`src/design/imm_pkg.sv`:
```
// ----------------------------------------------------------------------------
// imm_pkg: shared types and constants for the integer matrix multiplier
// Holds the field widths, command and register codes, sequencer states,
// the tag that travels beside the multiply-accumulate pipeline, and the
// helper that turns a dimension register into its effective value.
// ----------------------------------------------------------------------------
package imm_pkg;

    localparam int MAX_DIM_DEF = 16;    // default edge length of each store
    localparam int DIM_LIMIT   = 16;    // largest dimension the 4-bit indexes reach
    localparam int IDX_W       = 4;     // row and column index fields
    localparam int DATA_W      = 32;    // element and result width
    localparam int CFG_W       = 5;     // dimension register width
    localparam int CMD_W       = 2;
    localparam int REG_IDX_W   = 2;
    localparam int S_DATA_W    = 40;    // row, col, value
    localparam int M_DATA_W    = 40;    // out_row, out_col, c_value

    localparam logic [CFG_W-1:0] CFG_RESET = 5'd16;

    typedef enum logic [CMD_W-1:0] {
        CMD_LOAD_A  = 2'd0,
        CMD_LOAD_B  = 2'd1,
        CMD_COMPUTE = 2'd2
    } cmd_t;

    typedef enum logic [REG_IDX_W-1:0] {
        REG_ROWS_A    = 2'd0,
        REG_INNER_DIM = 2'd1,
        REG_COLS_B    = 2'd2
    } reg_idx_t;

    typedef enum logic [1:0] {
        SEQ_IDLE,
        SEQ_RUN,
        SEQ_DRAIN
    } seq_state_t;

    // Control that rides along with each multiply-accumulate step.
    typedef struct packed {
        logic             valid;
        logic             first;    // first term of a dot product
        logic             last_k;   // final term of a dot product
        logic             last_j;   // final column of the row
        logic [IDX_W-1:0] row;
        logic [IDX_W-1:0] col;
    } mac_tag_t;

    // One finished element of C.
    typedef struct packed {
        logic              valid;
        logic              last;
        logic [IDX_W-1:0]  row;
        logic [IDX_W-1:0]  col;
        logic [DATA_W-1:0] value;
    } mac_result_t;

    // Zero acts as one; anything above the cap saturates at the cap.
    function automatic logic [CFG_W-1:0] eff_dim(input logic [CFG_W-1:0] raw,
                                                 input logic [CFG_W-1:0] cap);
        logic [CFG_W-1:0] res;
        if (raw == '0)
        begin
            res = CFG_W'(1);
        end
        else if (raw > cap)
        begin
            res = cap;
        end
        else
        begin
            res = raw;
        end
        return res;
    endfunction

endpackage

```
`src/design/imm_seq.sv`:
```
// ----------------------------------------------------------------------------
// imm_seq: command sequencer
// Takes load and compute beats while idle, writes loads into the stores,
// and walks the column and inner-dimension counters of a row compute.
// ----------------------------------------------------------------------------
module imm_seq #(
    parameter int MAX_DIM = imm_pkg::MAX_DIM_DEF
) (
    input  logic                          clk,
    input  logic                          rst_n,
    input  logic                          s_tvalid,
    output logic                          s_tready,
    input  logic [imm_pkg::CMD_W-1:0]     cmd,
    input  logic [imm_pkg::IDX_W-1:0]     row_in,
    input  logic [imm_pkg::IDX_W-1:0]     col_in,
    input  logic [imm_pkg::DATA_W-1:0]    value_in,
    input  logic [imm_pkg::CFG_W-1:0]     m_eff,
    input  logic [imm_pkg::CFG_W-1:0]     kd_eff,
    input  logic [imm_pkg::CFG_W-1:0]     n_eff,
    input  logic                          adv,
    input  logic                          pipe_busy,
    output logic                          a_wr_en,
    output logic                          b_wr_en,
    output logic [$clog2(MAX_DIM*MAX_DIM)-1:0] wr_addr,
    output logic [imm_pkg::DATA_W-1:0]    wr_data,
    output logic [$clog2(MAX_DIM*MAX_DIM)-1:0] a_rd_addr,
    output logic [$clog2(MAX_DIM*MAX_DIM)-1:0] b_rd_addr,
    output imm_pkg::mac_tag_t             tag
);
    import imm_pkg::*;

    localparam int DIM_CAP = (MAX_DIM < DIM_LIMIT) ? MAX_DIM : DIM_LIMIT;
    localparam int CNT_W   = $clog2(DIM_CAP);
    localparam int ADDR_W  = $clog2(MAX_DIM * MAX_DIM);

    seq_state_t       state_reg, state_next;
    logic [CNT_W-1:0] row_reg, row_next;
    logic [CNT_W-1:0] j_reg, j_next;
    logic [CNT_W-1:0] k_reg, k_next;
    logic             k_done;
    logic             j_done;
    logic             row_ok;

    always_ff @(posedge clk or negedge rst_n)
    begin
        if (!rst_n)
        begin
            state_reg <= SEQ_IDLE;
            row_reg   <= '0;
            j_reg     <= '0;
            k_reg     <= '0;
        end
        else
        begin
            state_reg <= state_next;
            row_reg   <= row_next;
            j_reg     <= j_next;
            k_reg     <= k_next;
        end
    end

    assign k_done = (CFG_W'(k_reg) + CFG_W'(1)) == kd_eff;
    assign j_done = (CFG_W'(j_reg) + CFG_W'(1)) == n_eff;
    assign row_ok = CFG_W'(row_in) < m_eff;

    always_comb
    begin
        state_next = state_reg;
        row_next   = row_reg;
        j_next     = j_reg;
        k_next     = k_reg;
        a_wr_en    = 1'b0;
        b_wr_en    = 1'b0;
        case (state_reg)
            SEQ_IDLE:
            begin
                if (s_tvalid)
                begin
                    case (cmd_t'(cmd))
                        CMD_LOAD_A:
                        begin
                            a_wr_en = row_ok && (CFG_W'(col_in) < kd_eff);
                        end
                        CMD_LOAD_B:
                        begin
                            b_wr_en = (CFG_W'(row_in) < kd_eff) && (CFG_W'(col_in) < n_eff);
                        end
                        CMD_COMPUTE:
                        begin
                            if (row_ok)
                            begin
                                state_next = SEQ_RUN;
                                row_next   = CNT_W'(row_in);
                                j_next     = '0;
                                k_next     = '0;
                            end
                        end
                        default:
                        begin
                            state_next = SEQ_IDLE;
                        end
                    endcase
                end
            end
            SEQ_RUN:
            begin
                if (adv)
                begin
                    if (k_done)
                    begin
                        k_next = '0;
                        if (j_done)
                        begin
                            state_next = SEQ_DRAIN;
                        end
                        else
                        begin
                            j_next = j_reg + CNT_W'(1);
                        end
                    end
                    else
                    begin
                        k_next = k_reg + CNT_W'(1);
                    end
                end
            end
            SEQ_DRAIN:
            begin
                if (!pipe_busy)
                begin
                    state_next = SEQ_IDLE;
                end
            end
            default:
            begin
                state_next = SEQ_IDLE;
            end
        endcase
    end

    assign s_tready = (state_reg == SEQ_IDLE);

    assign wr_addr   = ADDR_W'(ADDR_W'(row_in) * ADDR_W'(MAX_DIM)) + ADDR_W'(col_in);
    assign wr_data   = value_in;
    assign a_rd_addr = ADDR_W'(ADDR_W'(row_reg) * ADDR_W'(MAX_DIM)) + ADDR_W'(k_reg);
    assign b_rd_addr = ADDR_W'(ADDR_W'(k_reg) * ADDR_W'(MAX_DIM)) + ADDR_W'(j_reg);

    always_comb
    begin
        tag.valid  = (state_reg == SEQ_RUN);
        tag.first  = (k_reg == '0);
        tag.last_k = k_done;
        tag.last_j = j_done;
        tag.row    = IDX_W'(row_reg);
        tag.col    = IDX_W'(j_reg);
    end

endmodule

```
`config.mk`:
```
export PLATFORM = sky130hd
export DESIGN_NAME = imm_seq
export DESIGN_NICKNAME = d
export VERILOG_FILES = /design/src/design/imm_pkg.sv /design/src/design/imm_seq.sv
export SDC_FILE = /design/constraint.sdc
export NUM_CORES = 1
export LEC_CHECK = 0
export BUFFER_PORTS_ARGS = -buffer_cell sky130_fd_sc_hd__buf_2
export CAP_MARGIN = 30
export CORE_MARGIN = 2
export CORE_UTILIZATION = 34
export CTS_BUF_LIST = sky130_fd_sc_hd__clkbuf_4 sky130_fd_sc_hd__clkbuf_8
export CTS_CLUSTER_DIAMETER = 30
export DETAILED_ROUTE_END_ITERATION = 16
export PLACE_DENSITY = 0.68
export SYNTH_ARGS = -nofsm -noshare
export SYNTH_HDL_FRONTEND = slang
export SYNTH_SLANG_ARGS = --single-unit
export TNS_END_PERCENT = 50
```
`constraint.sdc`:
```
create_clock -name clk -period 3.45 [get_ports clk]
set_input_delay 0.5175 -clock clk [delete_from_list [all_inputs] [get_ports clk]]
set_output_delay 0.5175 -clock clk [all_outputs]
set_load 0.005 [all_outputs]
```
==> flow_metrics.env <==
export IMPL_path_buf_inv=2
export IMPL_io_buffer_count=68
export IMPL_critical_path_startpoint_type="register"
export IMPL_routed_wl_mm=3.77
export IMPL_detailedRoute_firstPassIterationCount=4
export IMPL_timing_worst_slew_pin_value_ns=0.577
export IMPL_cts_setup_buffers=0
export IMPL_post_route_util_pct=36.8
export IMPL_routed_via_density=4.76
export IMPL_violation_count_after_the_first_detailed_route_iteration=32
export IMPL_worst_setup_path_end_kind="output pin"
export IMPL_finalSetupTns_ns=0
export IMPL_crit_type="register to output pin"
export IMPL_io_pins=133
export IMPL_timing_final_crit_share_pct=74.3
export IMPL_worst_slack_at_placement_ns=1.01
export IMPL_postCtsHoldBufs=0
export IMPL_synth_cells=193
export IMPL_worst_ep_required_time_ns=2.93
export IMPL_power_switching_share_pct=39.6
export IMPL_cts_resized_gates=0
export IMPL_cp_cell_sequence="inv_1, ha_1, xor2_1, a211o_1, a211oi_4, buf_2"
export IMPL_pwr_share_seq_pct=32.5
export IMPL_detail_route_antenna_nets=0
export IMPL_design_power_total_mw=0.876
export IMPL_final_critical_path_setup_slack_ns=0.888
export IMPL_rsz0062_at_grt="no"
export IMPL_n_antenna_cell=0
export IMPL_holdWs_ns=0.165
export IMPL_remaining_drc_errors=0
export IMPL_synthesis_nets=270
export IMPL_cell_internal_power_dissipation_mw=0.530
export IMPL_globalRouteTotalUtil_pct=14.0
export IMPL_power_combinational_fraction_pct=49.1
export IMPL_worst_path_clk_slew_ns=0.06
export IMPL_number_of_flops_mapped_to_enable_cells_by_yosys=0
export IMPL_fill_cells=520
export IMPL_vias_in_the_first_global_route=1272
export IMPL_core_area_mm2=0.00479
export IMPL_synth_seq_cells=14
export IMPL_clockPowerShare_pct=18.5
export IMPL_crit_arrival_ns=2.04
export IMPL_max_clock_freq_mhz=390
export IMPL_worst_path_dominant_cell_family="compound AO/OA/AOI/OAI gates"
export IMPL_fin_worst_skew_ns=0.00189
export IMPL_synthesis_area_mm2=0.00171
export IMPL_wire_length_of_the_first_global_routing_pass_mm=5.95
export IMPL_largest_net_degree_at_the_start_of_global_routing=15
export IMPL_post_dp_cell_area_mm2=0.00171
export IMPL_net_switching_power_mw=0.347
export IMPL_cts_tree="yes"
export IMPL_routedWlPerCell_um=13.7
export IMPL_synth_top_cell_area_share_pct=24.1
export IMPL_place_detailed_hpwl_mm=3.16
export IMPL_tritoncts_num_sinks=14
export IMPL_vias=1309
export IMPL_max_cap_viol_count=0
export IMPL_yosys_area_top_type="buf_4"
export IMPL_p_per_area_mw_per_mm2=497
export IMPL_synth_avg_cell_area_um2=8.88
export IMPL_grt_remaining_overflow=0
export IMPL_ys_warnings_count=0
export IMPL_maxSlewHeadroom_pct=61.4
export IMPL_floorplan_initialDensity_pct=35.8
export IMPL_timing_final_hold_violations=0
export IMPL_signed_area_change_from_the_synthesized_netlist_to_the_final_layout_pct=2.92
export IMPL_total_leakage_power_nw=0.937
export IMPL_dieWidth_um=75.0
export IMPL_cts_made_buffers=3
export IMPL_synth_async_reset_ratio_pct=100
export IMPL_synth_top_cells_by_area="buf_4 24%, dfrtp_1 20%, ha_1 11%"
export IMPL_globalplace_congestion=0.775
export IMPL_critical_path_max_fanout=8
export IMPL_finalInstanceArea_mm2=0.00176
export IMPL_yosys_most_used_dff="dfrtp_1"
export IMPL_finish_net_count=286
export IMPL_power_ir_vdd_worst_mv=0.204
export IMPL_setup_viol=0
export IMPL_fp_dieArea_mm2=0.00562
export IMPL_clock_path_buffers=2
export IMPL_worstHoldPathType="input pin to async pin"
export IMPL_antenna_found_initial=0
export IMPL_floorplan_rows=25
export IMPL_slew_viol_final=0
export IMPL_yosysSeqAreaShare_pct=20.5
export IMPL_cts_htree_levels=1
export IMPL_cts_root_buffer_cell="clkbuf_8"
export IMPL_post_route_cells_drive_above_1_share_pct=41.3
export IMPL_final_period_minus_worst_setup_slack_ns=2.56
export IMPL_instances_no_fill=275
export IMPL_yosys_cell_types_count=43
export IMPL_dpl_cell_count=271
export IMPL_critical_path_slowest_cell="dfrtp_1"
export IMPL_critPathMaxStageDelay_ns=0.47
export IMPL_insertion_delay_ns=0.25
export IMPL_die_h_um=75.0
export IMPL_outcome="completed"
[final timing paths]
path / slack (ns) / startpoint / depth (start not counted) / to
setup / recovery: 0.89 / k_reg[0] / 6 / tag[9]
hold / removal: 0.17 / rst_n / 1 / row_reg[3]
setup reg to reg: 1.12 / k_reg[0] / 8 / j_reg[0]
hold reg to reg: 0.52 / row_reg[1] / 1 / row_reg[1]
max in group asynchronous: 3.03 / rst_n / 1 / k_reg[1]
min in group clk: 0.52 / row_reg[1] / 1 / row_reg[1]
[cell usage in the layout, fill, tap and decap left out, types with 5 or more instances in the layout]
cell type | netlist | final
buf_2 | 1 | 68
ha_1 | 15 | 15
inv_1 | 14 | 14
dfrtp_1 | 14 | 14
a21oi_1 | 8 | 8
o21ai_0 | 7 | 7
nand3_1 | 6 | 6
a21o_1 | 6 | 6
xor2_1 | 5 | 5
nand2_1 | 5 | 5
nand2b_1 | 5 | 5
mux2_2 | 5 | 5
[synthesized netlist by cell type (5+ instances only)]
library cell	count
a21o_1	6
inv_1	14
a21oi_1	8
ha_1	15
xor2_1	5
nand2_1	5
nand3_1	6
mux2_2	5
o21ai_0	7
buf_4	55
nand2b_1	5
dfrtp_1	14
[routing by layer]
layer	up-vias	share of wire, %	track usage (%)
li1	643	-	-
met1	604	45	17.0
met2	54	46	23.7
met3	8	7.4	4.95
met4	0	0.82	3.77
met5	-	0	0
[power by group through the flow]
stage / combinational, mW / sequential (mW) / clock [mW]
2_1_floorplan: 0.388 / 0.267 / 0
4_1_cts: 0.437 / 0.287 / 0.166
3_5_place_dp: 0.436 / 0.291 / 0
3_3_place_gp: 0.434 / 0.286 / 0
6_report: 0.430 / 0.284 / 0.162
5_1_grt: 0.488 / 0.298 / 0.178
[area by class of cell]
| cell class | instances | area [µm²] | area share (%) |
|---|---|---|---|
| timing repair buffer | 68 | 340 | 19.3 |
| sequential | 14 | 350 | 19.9 |
| tap | 67 | 83.8 | 4.76 |
| multi-input combinational | 107 | 877 | 49.8 |
| inverter | 15 | 56.3 | 3.19 |
| clock buffer | 4 | 55.1 | 3.12 |
[cells by family (layout without fill, tap and decap cells)]
kind of cell	after synthesis	count (layout)	share of synthesized area, %
AOI/OAI and AO/OA	42	42	18.9
xor gates and xnor gates	9	9	4.60
adders and majority gates	15	15	11.0
buffers and inverters	72	87	28.3
DFF	14	14	20.5
muxes	5	5	3.29
and+or+nand+nor	36	36	13.4
Power figures use the tool's default switching activity.
