**config.mk**
```make
export PLATFORM = sky130hd
export DESIGN_NAME = imm_mac
export DESIGN_NICKNAME = d
export VERILOG_FILES = /design/src/design/imm_pkg.sv /design/src/design/imm_mac.sv
export SDC_FILE = /design/constraint.sdc
export NUM_CORES = 1
export LEC_CHECK = 0
export BUFFER_PORTS_ARGS = -buffer_cell sky130_fd_sc_hd__buf_2
export CAP_MARGIN = 20
export CORE_MARGIN = 2
export CORE_UTILIZATION = 25
export DETAILED_ROUTE_END_ITERATION = 12
export PLACE_DENSITY = 0.5
export SKIP_LAST_GASP = 1
export SYNTH_ARGS = -nofsm -noshare
export SYNTH_HDL_FRONTEND = slang
export SYNTH_SLANG_ARGS = --single-unit
```
**constraint.sdc**
```tcl
create_clock -name clk -period 3 [get_ports clk]
set_input_delay 0.15 -clock clk [delete_from_list [all_inputs] [get_ports clk]]
set_output_delay 0.15 -clock clk [all_outputs]
set_load 0.01 [all_outputs]
```
**src/design/imm_pkg.sv**
```systemverilog
// ----------------------------------------------------------------------------
// imm_pkg: shared types and constants for the integer matrix multiplier
// Holds the field widths, command and register codes, sequencer states,
// the tag that travels beside the multiply-accumulate pipeline, and the
// helper that turns a dimension register into its effective value.
// ----------------------------------------------------------------------------
package imm_pkg;

    localparam int MAX_DIM_DEF = 16;    // default edge length of each store
    localparam int DIM_LIMIT   = 16;    // largest dimension the 4-bit indexes reach
    localparam int IDX_W       = 4;     // row and column index fields
    localparam int DATA_W      = 32;    // element and result width
    localparam int CFG_W       = 5;     // dimension register width
    localparam int CMD_W       = 2;
    localparam int REG_IDX_W   = 2;
    localparam int S_DATA_W    = 40;    // row, col, value
    localparam int M_DATA_W    = 40;    // out_row, out_col, c_value

    localparam logic [CFG_W-1:0] CFG_RESET = 5'd16;

    typedef enum logic [CMD_W-1:0] {
        CMD_LOAD_A  = 2'd0,
        CMD_LOAD_B  = 2'd1,
        CMD_COMPUTE = 2'd2
    } cmd_t;

    typedef enum logic [REG_IDX_W-1:0] {
        REG_ROWS_A    = 2'd0,
        REG_INNER_DIM = 2'd1,
        REG_COLS_B    = 2'd2
    } reg_idx_t;

    typedef enum logic [1:0] {
        SEQ_IDLE,
        SEQ_RUN,
        SEQ_DRAIN
    } seq_state_t;

    // Control that rides along with each multiply-accumulate step.
    typedef struct packed {
        logic             valid;
        logic             first;    // first term of a dot product
        logic             last_k;   // final term of a dot product
        logic             last_j;   // final column of the row
        logic [IDX_W-1:0] row;
        logic [IDX_W-1:0] col;
    } mac_tag_t;

    // One finished element of C.
    typedef struct packed {
        logic              valid;
        logic              last;
        logic [IDX_W-1:0]  row;
        logic [IDX_W-1:0]  col;
        logic [DATA_W-1:0] value;
    } mac_result_t;

    // Zero acts as one; anything above the cap saturates at the cap.
    function automatic logic [CFG_W-1:0] eff_dim(input logic [CFG_W-1:0] raw,
                                                 input logic [CFG_W-1:0] cap);
        logic [CFG_W-1:0] res;
        if (raw == '0)
        begin
            res = CFG_W'(1);
        end
        else if (raw > cap)
        begin
            res = cap;
        end
        else
        begin
            res = raw;
        end
        return res;
    endfunction

endpackage

```
**src/design/imm_mac.sv**
```systemverilog
// ----------------------------------------------------------------------------
// imm_mac: shared multiply-accumulate unit
// Aligns the issue tag with the store read data, registers the 32-bit
// product, then accumulates it. The whole pipeline holds when adv is low.
// ----------------------------------------------------------------------------
module imm_mac (
    input  logic                       clk,
    input  logic                       rst_n,
    input  logic                       adv,
    input  imm_pkg::mac_tag_t          tag_in,
    input  logic [imm_pkg::DATA_W-1:0] a_data,
    input  logic [imm_pkg::DATA_W-1:0] b_data,
    output logic                       busy,
    output imm_pkg::mac_result_t       result
);
    import imm_pkg::*;

    mac_tag_t          tag1_reg;
    mac_tag_t          tag2_reg;
    mac_tag_t          tag3_reg;
    logic [DATA_W-1:0] prod_reg;
    logic [DATA_W-1:0] acc_reg;
    logic [DATA_W-1:0] prod_lo;

    // Only the low word is kept, which is the same for signed and unsigned.
    assign prod_lo = a_data * b_data;

    always_ff @(posedge clk or negedge rst_n)
    begin
        if (!rst_n)
        begin
            tag1_reg <= '0;
            tag2_reg <= '0;
            tag3_reg <= '0;
        end
        else if (adv)
        begin
            tag1_reg <= tag_in;
            tag2_reg <= tag1_reg;
            tag3_reg <= tag2_reg;
        end
    end

    always_ff @(posedge clk)
    begin
        if (adv)
        begin
            prod_reg <= prod_lo;
            if (tag2_reg.valid)
            begin
                acc_reg <= tag2_reg.first ? prod_reg : acc_reg + prod_reg;
            end
        end
    end

    assign busy = tag1_reg.valid | tag2_reg.valid | tag3_reg.valid;

    always_comb
    begin
        result.valid = tag3_reg.valid & tag3_reg.last_k;
        result.last  = tag3_reg.last_j;
        result.row   = tag3_reg.row;
        result.col   = tag3_reg.col;
        result.value = acc_reg;
    end

endmodule

```
==> impl_metrics.py, run 1 <==
metrics = {
    "synth": {
        "synth.most_common_cell": "fa_1",
        "synthFlopType": "edfxtp_1",
        "syn_avg_cell_area_um2": 9.57,
        "syn_inst": 2186,
        "syn_area_mm2": 0.0209,
        "synth-seq-cells": 99,
        "synth_top_area_share_pct": 39.1,
        "synth_cell_type_count": 65,
        "async_flop_share_pct": 35.4,
        "synth_common_cells": "fa_1, inv_1, nand2_1",
        "ys_warn_count": 0,
        "syn_nets": 2828,
        "synthTopCellsByArea": "fa_1, ha_1, edfxtp_1, and2_1, inv_1",
        "yosysTopAreaCell": "fa_1",
        "synth_edf_count": 64,
        "synth-seq-area-share_pct": 13.4,
    },
    "global_routing": {
        "grt_pass1_wl_um": 93200,
        "grt_pass1_vias": 16187,
        "grt.total_usage_pct": 13.9,
        "grt_overflow": 0,
        "grt_antenna_before_repair": 3,
        "grt_max_degree": 51,
    },
    "sta": {
        "setup_violations": 27,
        "finalMaxSlewViolations": 0,
        "maxSlewHeadroom_pct": 36.6,
        "tightestPinTransition_ns": 0.951,
        "fin_ws_ns": -3.00,
        "hold_viol_final": 0,
        "rsz0062_at_grt": "true",
        "timing.hold.ws_ns": 0.0270,
        "skew_ns": 0.00705,
        "finalCritPeriodShare_pct": 200,
        "post-route-min-period_ns": 6.00,
        "fmax_ghz": 0.167,
    },
    "status": {
        "violations": "negative setup slack",
        "status": "finished with violations",
    },
    "route": {
        "via_per_inst": 4.19,
        "postRouteWirelength_um": 58100,
        "dr.pass1.iters": 5,
        "avgRoutedWirePerCell_um": 16.2,
        "drt_iter0_markers": 617,
        "drc": 0,
        "ant_nets": 0,
        "vias": 15008,
    },
    "clocking": {
        "cts.htree.levels": 3,
        "path_clk_slew_ns": 0.08,
        "cts_buffers": 9,
        "cts_root_buf": "clkbuf_16",
        "clock_latency_ns": 0.36,
        "cts_tree": "done",
        "cts.sinks": 99,
        "max-clock-path-buffers": 2,
    },
    "worst_setup_path": {
        "timing.rr.start": "acc_reg[0]",
        "cp_max_fo": 8,
        "crit_chain": "buf_12 > buf_8 > nand2_4 > fa_1 > inv_2 > fa_1 > inv_2 > fa_1 > inv_2 > fa_1 > inv_2 > fa_1 > fa_1 > fa_1 > inv_2 > fa_2 > xnor2_2 > xnor2_1 > xnor2_1 > xnor2_1 > xnor2_1 > xnor2_2 > xnor2_2 > xnor2_1",
        "crit_path_start_kind": "input pin",
        "slowest_stage": "fa_1",
        "critPathCaptureType": "flop",
        "crit_family": "adder cells",
        "rr_endpoint": "acc_reg[24]",
        "path_buf_inv": 7,
        "critPathKind": "in2reg",
        "slowest_delay_ns": 0.55,
        "rrSetupSlack_ns": 0.19,
        "crit_top_cell": "fa_1",
        "worstPathRequired_ns": 3.11,
        "startpoint": "b_data[4]",
        "worstPathArrival_ns": 6.11,
        "ff2ff_path_depth": 12,
    },
    "min_path": {
        "hold_end": "tag1_reg[11]",
        "hold_path.class": "in2reg",
        "holdPathStages": 2,
        "min_from": "tag_in[11]",
    },
    "floorplan": {
        "num_io_pins": 122,
        "dieArea_mm2": 0.0860,
        "core_area_mm2": 0.0833,
        "core.rowCount": 106,
        "start_util_pct": 25.1,
        "die_height_um": 293,
        "die_width_um": 293,
    },
    "layout": {
        "area_delta_synth_final_pct": 26.5,
        "nNetsFinal": 3133,
        "drive_above_1_share_pct": 26.0,
    },
    "place": {
        "place.gp.congestion": 0.846,
        "pre_cts_ws_ns": -3.84,
        "port_buffers": 121,
        "dp_hpwl_um": 49500,
    },
    "job": {
        "max-cap-violations": 0,
    },
}
## how the worst max path moves through the flow
stage | end | slack [ns] | depth (start not counted)
floorplan | prod_reg[31] | -3.19 | 25
global placement | prod_reg[31] | -3.81 | 26
detailed placement | prod_reg[31] | -3.84 | 26
CTS | prod_reg[31] | -3.12 | 26
global route | prod_reg[31] | -3.22 | 24
finish | prod_reg[31] | -3.00 | 24
## area by class of cell
| type | count | area [um^2] |
|---|---|---|
| well taps | 1080 | 1350 |
| clock inverters | 6 | 62.6 |
| multi-input cells | 1574 | 17100 |
| clock buffers | 10 | 250 |
| diodes | 2 | 5.00 |
| repair buffers | 402 | 3420 |
| inverters | 405 | 1520 |
| flip-flops and latches | 99 | 2800 |
| fillers | 8679 | 56800 |
## placed cells by master, fill, tap and decap left out, types with 26 or more instances in the layout
| cell type | n |
|---|---|
| fa_2 | 47 |
| xor2_1 | 30 |
| fa_1 | 362 |
| and2_1 | 254 |
| a21o_1 | 28 |
| ha_1 | 118 |
| buf_2 | 89 |
| o21ai_0 | 34 |
| nor2_1 | 28 |
| xnor2_1 | 68 |
| mux2_2 | 40 |
| edfxtp_1 | 64 |
| dfrtp_1 | 34 |
| ha_4 | 36 |
| buf_4 | 208 |
| buf_6 | 55 |
| a21oi_1 | 26 |
| inv_1 | 372 |
| nand2_1 | 297 |
| inv_2 | 33 |
## layer usage
metal	wire length, um	share of wire [%]	global-route usage, %
met2	27500	47	23.2
met5	0	0	0
met1	28200	49	19.7
met4	451	0.78	1.87
met3	1940	3.3	1.54
## worst reg2reg max path: stages (launching register included)
cell and delay, ns:
edfxtp_1 0.35, ha_1 0.19, inv_1 0.06, fa_1 0.39
nor2b_1 0.13, o21ai_1 0.09, a21boi_2 0.20, o211ai_2 0.17
o211ai_4 0.25, a41oi_2 0.18, a21oi_1 0.21, xor2_1 0.09
mux2_2 0.26
## cell families after synthesis
kind of cell,Yosys count,share of synthesized area (%)
buffers and inverters,513,9.39
adder cells (fa/ha/maj),563,48.4
XOR/XNOR,106,4.44
AND/OR/NAND/NOR,682,16.3
flip-flops,99,13.4
AO/OA/AOI/OAI,180,5.79
multiplexers,43,2.30
## per-stage QoR
step	instance area (um^2)	std cells	setup TNS, ns	util, %
CTS	25900	3568	-64.29	31.1
global route	26500	3578	-68.02	31.8
finish	26500	3578	-63.03	31.8
detailed placement	24500	3512	-80.38	29.4
global placement	24500	3512	-79.32	29.4
floorplan	21300	2186	-64.47	-
## timing repair
item	CTS	global route
pin swaps	114	96
setup buffers	32	11
endpoints found under the setup margin	28	33
cloned	2	1
hold buffers	9	0
resized for setup	209	116
endpoints found under the hold margin	43	0
Power of run 1 is left out: the tool's default activity adds up to more than one toggle a clock period on the data nets, which glitch-free logic cannot reach.
==> inputs of run 2 (changes only) <==
--- a/config.mk
+++ b/config.mk
@@ -17 +17,2 @@
 export SYNTH_SLANG_ARGS = --single-unit
+export TNS_END_PERCENT = 5
==> constraint.sdc (replaced) <==
create_clock -name clk -period 3 [get_ports clk]
set_input_delay 0.3 -clock clk [delete_from_list [all_inputs] [get_ports clk]]
set_output_delay 0.3 -clock clk [all_outputs]
set_load 0.01 [all_outputs]
==> run 2 against run 1 <==
Against the previous run: the flow finishes with violations (negative hold slack, negative setup slack); die area did not move; sequential share of layout area rose by 0.53 points; flip-flop and latch count did not move; via count fell by 1.3%; non-clock buffer count fell by 37; setup slack got worse by 0.15 ns; utilization fell by 1.5 points; critical path type unchanged; critical path depth fell by 2; clock skew rose by 0.0028 ns; global-route usage barely moved; wire length fell by 1.7%.
==> impl_metrics.py, run 2 (same netlist as run 1, synthesis figures left out) <==
metrics = {
    "status": {
        "status": "finished with violations",
        "violations": "negative hold slack, negative setup slack",
    },
    "sta": {
        "fin_ws_ns": -3.15,
        "setup_violations": 28,
        "maxSlewHeadroom_pct": 47.7,
        "timing.hold.ws_ns": -0.00494,
        "rsz0062_at_grt": "true",
        "tightestPinTransition_ns": 0.784,
        "skew_ns": 0.00985,
        "post-route-min-period_ns": 6.15,
        "finalCritPeriodShare_pct": 205,
        "hold_viol_final": 3,
        "fmax_ghz": 0.163,
        "finalMaxSlewViolations": 0,
    },
    "layout": {
        "drive_above_1_share_pct": 20.6,
        "nNetsFinal": 3096,
        "final_cell_mix": "inv_1, fa_1, nand2_1",
        "multi_input_area_mm2": 0.0165,
        "area_delta_synth_final_pct": 20.5,
        "final_util_pct": 30.3,
        "post-route-cell-area_mm2": 0.0252,
        "nFillCells": 8824,
        "final_common_cell": "inv_1",
        "regArea_mm2": 0.00280,
    },
    "clocking": {
        "max-clock-path-buffers": 2,
        "cts_tree": "done",
        "cts_buffers": 9,
        "cts.sinks": 99,
        "cts_root_buf": "clkbuf_16",
        "path_clk_slew_ns": 0.08,
        "cts.htree.levels": 3,
        "clock_latency_ns": 0.37,
    },
    "place": {
        "dp_hpwl_um": 50300,
        "port_buffers": 121,
        "place.gp.congestion": 0.830,
        "dpl_cell_area_mm2": 0.0244,
    },
    "worst_setup_path": {
        "worstPathRequired_ns": 3.13,
        "ff2ff_path_depth": 12,
        "cp_max_fo": 8,
        "worstPathArrival_ns": 6.28,
        "critPathKind": "in2reg",
        "critPathCaptureType": "flop",
        "crit_path_start_kind": "input pin",
    },
    "floorplan": {
        "core.rowCount": 106,
        "die_height_um": 293,
        "num_io_pins": 122,
        "dieArea_mm2": 0.0860,
        "die_width_um": 293,
        "core_area_mm2": 0.0833,
        "start_util_pct": 25.1,
    },
    "route": {
        "ant_nets": 0,
        "postRouteWirelength_um": 57100,
        "dr.pass1.iters": 5,
        "avgRoutedWirePerCell_um": 16.1,
        "vias": 14819,
        "drc": 0,
        "drt_iter0_markers": 561,
        "via_per_inst": 4.19,
    },
    "min_path": {
        "hold_path.class": "in2async",
    },
    "job": {
        "max-cap-violations": 0,
    },
    "global_routing": {
        "grt_max_degree": 68,
        "grt_antenna_before_repair": 1,
        "grt_pass1_wl_um": 92700,
        "grt.total_usage_pct": 13.9,
        "grt_overflow": 0,
        "grt_pass1_vias": 16113,
    },
}
run 2: cell types whose count changed in the layout (fill, tap and decap cells not counted), sizes merged:
cell | before | now
inv | 408 | 409
buf | 389 | 363
clkbuf | 13 | 11
dlygate4sd3 | 9 | 0
diode | 2 | 1
bufbuf | 1 | 0
run 2: final cells by class:
class                      count  area share (%)
inverter                     405            6.03
clock buffer                   9           0.894
antenna                        1         0.00993
sequential                    99            11.1
tap                         1080            5.36
multi-input combinational   1574            65.4
clock inverter                 7           0.278
timing repair buffer         365            10.9
run 2: metrics by stage:
stage | setup slack [ns] | hold slack (ns) | TNS [ns] | std cells
CTS | -3.12 | 0.00855 | -71.15 | 3538
global placement | -3.83 | 0.424 | -85.55 | 3518
detailed placement | -3.82 | 0.422 | -86.01 | 3518
floorplan | -3.34 | 0.00441 | -71.65 | 2186
finish | -3.15 | -0.00494 | -71.22 | 3540
global route | -3.40 | 0.0438 | -77.61 | 3540
run 2: per-layer routing:
layer / wire length [um] / GRT usage (%) / part of all wire (%) / up-vias
li1: - / - / - / 7191
met1: 28100 / 19.5 / 49 / 7362
met2: 26000 / 22.7 / 46 / 221
met3: 1910 / 1.85 / 3.3 / 45
met4: 1070 / 3.09 / 1.9 / 0
met5: 0 / 0 / 0 / -
run 2: worst paths after layout:
path | from | to | slack [ns]
worst max-delay path | a_data[15] | prod_reg[31] | -3.15
worst min-delay path | rst_n | tag2_reg[10] | -0.005
worst max register to register | acc_reg[0] | acc_reg[24] | 0.08
worst min register to register | result[36] | result[36] | 0.50
max in group asynchronous | rst_n | tag2_reg[10] | 2.49
min in group clk | tag_in[4] | tag1_reg[4] | 0.16
run 2: timing repair:
action                                  4_1_cts  5_1_grt
endpoints found under the setup margin       28       32
pin swaps                                   100       11
hold buffers                                  0        0
gates resized for setup                     111       11
gates cloned                                  0        0
buffers inserted                              4        1
run 2: worst max-delay path, cell delays in order:
cell and delay, ns:
buf_4 0.14, buf_12 0.14, and2_1 0.15, fa_1 0.52, fa_1 0.43, fa_1 0.49
inv_1 0.05, fa_1 0.59, inv_1 0.07, fa_1 0.50, fa_1 0.44, fa_1 0.49
fa_1 0.52, ha_4 0.31, nand4_1 0.11, nor2_2 0.15, buf_4 0.13, a41oi_2 0.15
o21ai_2 0.20, nand2_1 0.09, a31oi_1 0.21, xnor2_1 0.08
Power of run 2 is left out for the same reason.
